==> config.mk <==
export PLATFORM = sky130hd
export DESIGN_NAME = ps2_host_frame_interface_unit
export DESIGN_NICKNAME = d
export VERILOG_FILES = /design/src/design/ps2h_pkg.sv /design/src/design/ps2h_core.sv /design/src/design/ps2_host_frame_interface_unit.sv
export SDC_FILE = /design/constraint.sdc
export NUM_CORES = 1
export LEC_CHECK = 0
export ABC_AREA = 1
export BUFFER_PORTS_ARGS = -buffer_cell sky130_fd_sc_hd__buf_2
export CORE_MARGIN = 4
export CORE_UTILIZATION = 55
export DETAILED_ROUTE_END_ITERATION = 6
export GPL_ROUTABILITY_DRIVEN = 0
export PLACE_DENSITY = 0.8
export RECOVER_POWER = 50
export SKIP_LAST_GASP = 1
export SLEW_MARGIN = 10
export SYNTH_ARGS = -nofsm -noshare
export SYNTH_HDL_FRONTEND = slang
export SYNTH_SLANG_ARGS = --single-unit
==> constraint.sdc <==
create_clock -name clk -period 6.1 [get_ports clk]
set_input_delay 0.61 -clock clk [delete_from_list [all_inputs] [get_ports clk]]
set_output_delay 0.61 -clock clk [all_outputs]
set_load 0.05 [all_outputs]
==> src/design/ps2h_pkg.sv <==
package ps2h_pkg;

    typedef enum logic [1:0] {
        TX_IDLE,
        TX_INHIBIT,
        TX_SEND,
        TX_ACKWAIT
    } tx_phase_t;

    localparam logic [1:0] RX_OK        = 2'd0;
    localparam logic [1:0] RX_BAD_START = 2'd1;
    localparam logic [1:0] RX_BAD_STOP  = 2'd2;
    localparam logic [1:0] RX_BAD_PAR   = 2'd3;

    localparam int          ADDR_WIDTH = 4;
    localparam logic [1:0]  REG_IGNORE_START  = 2'd0;
    localparam logic [1:0]  REG_IGNORE_STOP   = 2'd1;
    localparam logic [1:0]  REG_IGNORE_PARITY = 2'd2;
    localparam logic [1:0]  REG_INHIBIT_TICKS = 2'd3;
    localparam logic [15:0] INHIBIT_RESET     = 16'd120;

    localparam logic [3:0]  RX_LAST_BIT = 4'd10;
    localparam logic [3:0]  TX_LAST_BIT = 4'd10;

    typedef struct packed {
        logic        ignore_start;
        logic        ignore_stop;
        logic        ignore_parity;
        logic [15:0] inhibit_ticks;
    } cfg_t;

    typedef struct packed {
        logic       command;
        logic       clock_line;
        logic       data_line;
        logic [7:0] tx_byte;
    } item_t;

    typedef struct packed {
        logic       drive_clock_low;
        logic       drive_data_low;
        logic       rx_valid;
        logic [7:0] rx_byte;
        logic [1:0] rx_error;
        logic       tx_done;
        logic       tx_rejected;
    } res_t;

endpackage

==> src/design/ps2h_core.sv <==
module ps2h_core
    import ps2h_pkg::*;
#(
    parameter int INHIBIT_COUNT_WIDTH = 16
)
(
    input  logic  clk,
    input  logic  rst_n,
    input  logic  step,
    input  item_t item,
    input  cfg_t  cfg,
    output res_t  res
);

    localparam int W = INHIBIT_COUNT_WIDTH;
    localparam logic [W-1:0] CMAX = '1;

    logic            last_clock_reg;
    logic [10:0]     rx_shift_reg, rx_shift_next;
    logic [3:0]      rx_bit_count_reg, rx_bit_count_next;
    tx_phase_t       tx_phase_reg, tx_phase_next;
    logic [9:0]      tx_frame_reg, tx_frame_next;
    logic [3:0]      tx_bit_count_reg, tx_bit_count_next;
    logic [W-1:0]    inhibit_count_reg, inhibit_count_next;

    logic            fall, rise, start_tx;
    logic [31:0]     ticks_ext;
    logic [W-1:0]    inhibit_load, inhibit_dec;
    logic [10:0]     rx_shifted;
    logic            tx_done;
    logic            rx_valid;
    logic [7:0]      rx_byte;
    logic [1:0]      rx_error;
    logic [3:0]      tx_bit_idx;

    assign fall     = last_clock_reg & ~item.clock_line;
    assign rise     = ~last_clock_reg & item.clock_line;
    assign start_tx = item.command && (tx_phase_reg == TX_IDLE);

    // zero acts as one; clamp to counter range
    assign ticks_ext   = 32'(cfg.inhibit_ticks);
    assign inhibit_dec = inhibit_count_reg - W'(1);

    always_comb
    begin
        if (ticks_ext == 32'd0)
            inhibit_load = W'(1);
        else if (ticks_ext > 32'(CMAX))
            inhibit_load = CMAX;
        else
            inhibit_load = W'(ticks_ext);
    end

    // transmit sequencer: next state
    always_comb
    begin
        tx_phase_next      = tx_phase_reg;
        tx_frame_next      = tx_frame_reg;
        tx_bit_count_next  = tx_bit_count_reg;
        inhibit_count_next = inhibit_count_reg;
        tx_done            = 1'b0;
        if (start_tx)
        begin
            tx_frame_next      = {1'b1, ~(^item.tx_byte), item.tx_byte};
            tx_phase_next      = TX_INHIBIT;
            inhibit_count_next = inhibit_load;
            tx_bit_count_next  = 4'd0;
        end
        else
        begin
            case (tx_phase_reg)
                TX_INHIBIT:
                begin
                    inhibit_count_next = inhibit_dec;
                    if (inhibit_dec == '0)
                    begin
                        tx_phase_next     = TX_SEND;
                        tx_bit_count_next = 4'd0;
                    end
                end
                TX_SEND:
                begin
                    if (fall)
                    begin
                        if (tx_bit_count_reg >= TX_LAST_BIT)
                            tx_phase_next = TX_ACKWAIT;
                        else
                            tx_bit_count_next = tx_bit_count_reg + 4'd1;
                    end
                end
                TX_ACKWAIT:
                begin
                    if (rise)
                    begin
                        tx_done           = 1'b1;
                        tx_phase_next     = TX_IDLE;
                        tx_bit_count_next = 4'd0;
                    end
                end
                default:
                begin
                end
            endcase
        end
    end

    // receiver
    assign rx_shifted = {item.data_line, rx_shift_reg[10:1]};

    always_comb
    begin
        rx_shift_next     = rx_shift_reg;
        rx_bit_count_next = rx_bit_count_reg;
        rx_valid          = 1'b0;
        rx_byte           = 8'd0;
        rx_error          = RX_OK;
        if (start_tx)
        begin
            rx_shift_next     = 11'd0;
            rx_bit_count_next = 4'd0;
        end
        else if ((tx_phase_reg == TX_IDLE) && fall)
        begin
            rx_shift_next     = rx_shifted;
            rx_bit_count_next = rx_bit_count_reg + 4'd1;
            if (rx_bit_count_reg >= RX_LAST_BIT)
            begin
                rx_valid = 1'b1;
                rx_byte  = rx_shifted[8:1];
                if (rx_shifted[0] && !cfg.ignore_start)
                    rx_error = RX_BAD_START;
                else if (!rx_shifted[10] && !cfg.ignore_stop)
                    rx_error = RX_BAD_STOP;
                else if (!(^rx_shifted[9:1]) && !cfg.ignore_parity)
                    rx_error = RX_BAD_PAR;
                rx_shift_next     = 11'd0;
                rx_bit_count_next = 4'd0;
            end
        end
    end

    // outputs: line drives follow the updated state
    assign tx_bit_idx = tx_bit_count_next - 4'd1;

    always_comb
    begin
        res.drive_clock_low = (tx_phase_next == TX_INHIBIT);
        res.drive_data_low  = 1'b0;
        if (tx_phase_next == TX_SEND)
        begin
            if (tx_bit_count_next == 4'd0)
                res.drive_data_low = 1'b1;
            else if (tx_bit_count_next <= TX_LAST_BIT)
                res.drive_data_low = ~tx_frame_next[tx_bit_idx];
        end
        res.rx_valid    = rx_valid;
        res.rx_byte     = rx_byte;
        res.rx_error    = rx_error;
        res.tx_done     = tx_done;
        res.tx_rejected = item.command && (tx_phase_reg != TX_IDLE);
    end

    always_ff @(posedge clk or negedge rst_n)
    begin
        if (!rst_n)
        begin
            last_clock_reg    <= 1'b1;
            rx_shift_reg      <= 11'd0;
            rx_bit_count_reg  <= 4'd0;
            tx_phase_reg      <= TX_IDLE;
            tx_frame_reg      <= 10'd0;
            tx_bit_count_reg  <= 4'd0;
            inhibit_count_reg <= '0;
        end
        else if (step)
        begin
            last_clock_reg    <= item.clock_line;
            rx_shift_reg      <= rx_shift_next;
            rx_bit_count_reg  <= rx_bit_count_next;
            tx_phase_reg      <= tx_phase_next;
            tx_frame_reg      <= tx_frame_next;
            tx_bit_count_reg  <= tx_bit_count_next;
            inhibit_count_reg <= inhibit_count_next;
        end
    end

endmodule

==> src/design/ps2_host_frame_interface_unit.sv <==
// PS/2 host frame interface.
// Input channel (in_valid/in_stall): one beat per line sample tick, carrying
// the sampled clock and data levels, a transmit command and the byte to send.
// Output channel (out_valid/out_stall): exactly one result beat per input
// beat, in order: line drive levels after the tick, a received byte with its
// error code, and transmit done / rejected flags.
// A beat is taken into the input register, then processed into the result
// register once that is free and shown from then on (two register stages).
// Throughput: one beat per cycle while out_stall is low; every tick is a
// single pass of logic between the input register and the result register.
// When out_stall is high the result register holds; one more beat is taken
// into the input register, then in_stall rises until the result is taken.
// Reset (rst_n low, asynchronous) empties both stages, releases both lines,
// drops any partial frame and sets the config registers to their defaults
// (checks enabled, inhibit of 120 ticks).
// The APB port sets the check-ignore flags and the inhibit length; write it
// only while no beats are in flight.
module ps2_host_frame_interface_unit
    import ps2h_pkg::*;
#(
    parameter int INHIBIT_COUNT_WIDTH = 16
)
(
    input  logic                  clk,
    input  logic                  rst_n,

    input  logic                  in_valid,
    output logic                  in_stall,
    input  logic                  command,
    input  logic                  clock_line,
    input  logic                  data_line,
    input  logic [7:0]            tx_byte,

    output logic                  out_valid,
    input  logic                  out_stall,
    output logic                  drive_clock_low,
    output logic                  drive_data_low,
    output logic                  rx_valid,
    output logic [7:0]            rx_byte,
    output logic [1:0]            rx_error,
    output logic                  tx_done,
    output logic                  tx_rejected,

    input  logic                  psel,
    input  logic                  penable,
    input  logic                  pwrite,
    input  logic [ADDR_WIDTH-1:0] paddr,
    input  logic [31:0]           pwdata,
    output logic [31:0]           prdata,
    output logic                  pready
);

    cfg_t       cfg_reg;
    logic       in_valid_reg, in_valid_next;
    item_t      item_reg;
    logic       out_valid_reg, out_valid_next;
    res_t       res_reg, res_next;
    logic       in_accept, out_free, advance, cfg_write;
    logic [1:0] reg_idx;

    // config port
    assign pready    = 1'b1;
    assign cfg_write = psel && penable && pwrite;
    assign reg_idx   = paddr[3:2];

    always_ff @(posedge clk or negedge rst_n)
    begin
        if (!rst_n)
        begin
            cfg_reg.ignore_start  <= 1'b0;
            cfg_reg.ignore_stop   <= 1'b0;
            cfg_reg.ignore_parity <= 1'b0;
            cfg_reg.inhibit_ticks <= INHIBIT_RESET;
        end
        else if (cfg_write)
        begin
            case (reg_idx)
                REG_IGNORE_START:  cfg_reg.ignore_start  <= pwdata[0];
                REG_IGNORE_STOP:   cfg_reg.ignore_stop   <= pwdata[0];
                REG_IGNORE_PARITY: cfg_reg.ignore_parity <= pwdata[0];
                REG_INHIBIT_TICKS: cfg_reg.inhibit_ticks <= pwdata[15:0];
                default:
                begin
                end
            endcase
        end
    end

    always_comb
    begin
        case (reg_idx)
            REG_IGNORE_START:  prdata = {31'd0, cfg_reg.ignore_start};
            REG_IGNORE_STOP:   prdata = {31'd0, cfg_reg.ignore_stop};
            REG_IGNORE_PARITY: prdata = {31'd0, cfg_reg.ignore_parity};
            REG_INHIBIT_TICKS: prdata = {16'd0, cfg_reg.inhibit_ticks};
            default:           prdata = 32'd0;
        endcase
    end

    // beat flow
    assign out_free  = !out_valid_reg || !out_stall;
    assign advance   = in_valid_reg && out_free;
    assign in_stall  = in_valid_reg && !out_free;
    assign in_accept = in_valid && !in_stall;

    always_comb
    begin
        if (in_accept)
            in_valid_next = 1'b1;
        else if (advance)
            in_valid_next = 1'b0;
        else
            in_valid_next = in_valid_reg;

        if (advance)
            out_valid_next = 1'b1;
        else if (!out_stall)
            out_valid_next = 1'b0;
        else
            out_valid_next = out_valid_reg;
    end

    always_ff @(posedge clk or negedge rst_n)
    begin
        if (!rst_n)
        begin
            in_valid_reg  <= 1'b0;
            out_valid_reg <= 1'b0;
            res_reg       <= '0;
        end
        else
        begin
            in_valid_reg  <= in_valid_next;
            out_valid_reg <= out_valid_next;
            if (advance)
                res_reg <= res_next;
        end
    end

    always_ff @(posedge clk)
    begin
        if (in_accept)
        begin
            item_reg.command    <= command;
            item_reg.clock_line <= clock_line;
            item_reg.data_line  <= data_line;
            item_reg.tx_byte    <= tx_byte;
        end
    end

    ps2h_core #(
        .INHIBIT_COUNT_WIDTH (INHIBIT_COUNT_WIDTH)
    ) u_core (
        .clk   (clk),
        .rst_n (rst_n),
        .step  (advance),
        .item  (item_reg),
        .cfg   (cfg_reg),
        .res   (res_next)
    );

    assign out_valid       = out_valid_reg;
    assign drive_clock_low = res_reg.drive_clock_low;
    assign drive_data_low  = res_reg.drive_data_low;
    assign rx_valid        = res_reg.rx_valid;
    assign rx_byte         = res_reg.rx_byte;
    assign rx_error        = res_reg.rx_error;
    assign tx_done         = res_reg.tx_done;
    assign tx_rejected     = res_reg.tx_rejected;

    a_stall_only_when_full: assert property (@(posedge clk) disable iff (!rst_n)
        in_stall |-> (out_valid && out_stall))
        else $error("input stalled while result stage can drain");

    a_no_frame_no_payload: assert property (@(posedge clk) disable iff (!rst_n)
        (out_valid && !rx_valid) |-> (rx_byte == 8'd0 && rx_error == RX_OK))
        else $error("rx payload without a received frame");

    a_rx_not_during_tx: assert property (@(posedge clk) disable iff (!rst_n)
        (out_valid && rx_valid) |-> (!tx_done && !drive_clock_low && !drive_data_low))
        else $error("frame received while transmit active");

    a_inhibit_data_released: assert property (@(posedge clk) disable iff (!rst_n)
        (out_valid && drive_clock_low) |-> !drive_data_low)
        else $error("data driven during clock inhibit");

endmodule

==> metrics <==
status=finished, final reports clean; Initial DRT Pass Iterations=5; cts hold-fix bufs=0; register bit total from synthesis=between 90 and 100; cell area after layout=around 5700 um^2; Max-Cap Viols=0; dpl cells=822; Comb power frac=0.420; Antenna Cells=0; fin cells=approximately 840; Core Footprint=9200 um^2; Reg-to-Reg End=u_core.rx_bit_count_reg[2]$_DFFE_PN0P_; first-pass GRT wire length=about 19000 um; Hold Crit Class=input pin to async pin; Worst Path Max Fanout=slightly above 40; DP Worst Slack=between 2000 and 3000 ps; die height=between 100 and 150 um; H-tree depth=3; slew margin rel.=0.229; crit start category=register; layout filler cell count=791; starting density of the core=0.560; post-route DRC violation count=0; met1 GRT Util=0.278; Synth warnings=0; post_cts resized=0; row count=35; R2R depth=9; DP Wirelength=approximately 8000 um; synth unique cells=40; Peak VDD IR=roughly 0.16 mV; Crit Path Class=register to register; FMAX=approximately 280 MHz; Clock Pin Slew Worst Setup and Hold Paths=about 100 ps; main flop type after synthesis=dfrtp_1; met2 Track Usage GR=0.327; die area=around 11000 um^2; CP Capture Type=register; overall global routing resource usage=0.203; via count=~4400; TritonCTS clock tree=built; Area Growth Syn to Fin=11.0%; DR vias/cell=~5.3; Worst Skew=roughly 12 ps; clk root buf=clkbuf_8; port bufs=approximately 70; Yosys top cell area share=0.379; Detailed Route WL=11000 um; Power Density=405 nW/um^2; Initial DRC Count=264; CTS Sinks=94; initial antenna violation count=0; reg2reg start=u_core.tx_phase_reg[0]$_DFFE_PN0P_; Final setup viols=0; Fin Hold WS=between 300 and 400 ps; Final nets=a little under 800; I/O Pins=~100; EDFF count, synth=11; vias in the first global route=4094; Final Max Tran Viols=0; Seq/Total Area, Yosys=0.468; GR Overflow Total=0; max reg flops=19; setup ws final=around 2500 ps; cts bufs inserted=9; Fin Setup TNS=0 ps; CP Data Required Time=6390 ps; wire per inst=13.1 um; Switching Power=between 1 and 1.5 mW; RSZ-0062 raised after global routing=false; Synth Area per Inst=~7.8 um^2; ANT nets after route=0; die span in x=105 um; Power, Total=between 2 and 2.5 mW; Final Hold Vio Count=0; r2r setup slk=between 2000 and 3000 ps; synth top area cells=dfrtp_1, nand2_1, edfxtp_1; cell leakage power=about 2.9 nW; GR met3 Demand/Resource=0.0358; layout cell share with drive strength beyond 1=0.150; actual slew at the worst max-slew pin=between 1000 and 1500 ps; Clock Latency Late Sink=between 300 and 400 ps; Power Internal=roughly 1.3 mW; ys async rst share=0.883; Min Clock Period, post-route=between 3000 and 4000 ps; Arrival @ worst endpoint=just under 4000 ps; final worst path period share=0.584; Clock Path Buffers=2; sequential share of power=0.390; largest net degree at the start of global routing=between 80 and 90; Cells after Synth=660; Clock power frac=0.189; Post-Syn Area=5150 um^2; leading area contributor after synthesis=dfrtp_1; Placed Area=between 5000 and 6000 um^2; Sw Ratio=0.436; GRT Max-Usage Layer=met2; total setup buffers inserted after CTS=0; Layout Utilization=0.622
==> worst max path at each step <==
stage | start | slack [ps] | endpoint | cells past startpoint
2_1_floorplan | u_core.inhibit_count_reg[0]$_DFFE_PN0P_ | 3530 | drive_data_low$_DFFE_PN0P_ | 21
3_3_place_gp | u_core.tx_phase_reg[0]$_DFFE_PN0P_ | 2660 | u_core.rx_bit_count_reg[2]$_DFFE_PN0P_ | 9
3_5_place_dp | u_core.tx_phase_reg[0]$_DFFE_PN0P_ | 2590 | u_core.rx_bit_count_reg[2]$_DFFE_PN0P_ | 9
4_1_cts | u_core.tx_phase_reg[0]$_DFFE_PN0P_ | 2560 | u_core.rx_bit_count_reg[2]$_DFFE_PN0P_ | 9
5_1_grt | u_core.tx_phase_reg[0]$_DFFE_PN0P_ | 2100 | u_core.rx_bit_count_reg[2]$_DFFE_PN0P_ | 9
6_report | u_core.tx_phase_reg[0]$_DFFE_PN0P_ | 2540 | u_core.rx_bit_count_reg[2]$_DFFE_PN0P_ | 9
==> cell usage in the layout (no fill, tap or decap), types with 10 or more instances in the layout <==
master,count
nand3_1,27
a21oi_1,28
inv_1,81
xnor2_1,12
edfxtp_1,11
dfrtp_1,78
o21ai_0,59
nor2_1,86
nand2_1,148
conb_1,17
o22ai_1,10
buf_2,66
==> power by group through the flow <==
| stage | logic (mW) | clock network, mW | registers, mW |
|---|---|---|---|
| CTS | 0.974 | 0.449 | 0.903 |
| floorplan | 0.767 | 0 | 0.906 |
| detailed placement | 0.968 | 0 | 0.914 |
| global route | 1.11 | 0.478 | 0.924 |
| global placement | 0.933 | 0 | 0.907 |
| finish | 0.974 | 0.439 | 0.904 |
==> cell usage after synthesis (9+ instances only) <==
library cell and instances:
dfrtp_1 78, o22ai_1 10, edfxtp_1 11, xnor2_1 12
a21oi_1 29, nor2_2 9, nor2_1 86, clkbuf_1 13
nand3_1 27, inv_1 81, xor2_1 9, o21ai_0 59
nand2_1 148, a31oi_1 9, buf_4 17, ha_1 9
==> critical path: stages, from the launching register on <==
cell      delay [ps]
dfrtp_1          440
nor2_1           290
inv_1            210
nor2_2           510
inv_1            690
nor2_2           680
nor2_1           240
clkinv_1         230
nand2_1           70
a21oi_1          120
==> routing by layer <==
metal	vias up	wire (um)
li1	2215	-
met1	2077	5030
met2	112	5250
met3	16	583
met4	0	151
met5	-	0
==> cell type report <==
cell class                      instances  area, um^2  share of cell area
Timing Repair Buffer                   69         349              0.0610
Clock buffer                            9         124              0.0216
Tap cell                              111         139              0.0243
Inverter                               82         308              0.0538
Multi-Input combinational cell        466        2300               0.402
Clock inverter                          7        88.8              0.0155
Sequential cell                        94        2410               0.422
==> cells by family after synthesis <==
kind of cell	count (synthesis)	share of synthesized area
AND/OR/NAND/NOR	297	0.244
AO/OA/AOI/OAI	122	0.132
buffers and inverters	115	0.0969
flip-flops	94	0.468
XOR/XNOR	21	0.0357
adder cells (fa/ha/maj)	9	0.0219
other	2	0.00146
Note: power is estimated with default switching activity, not from simulation.
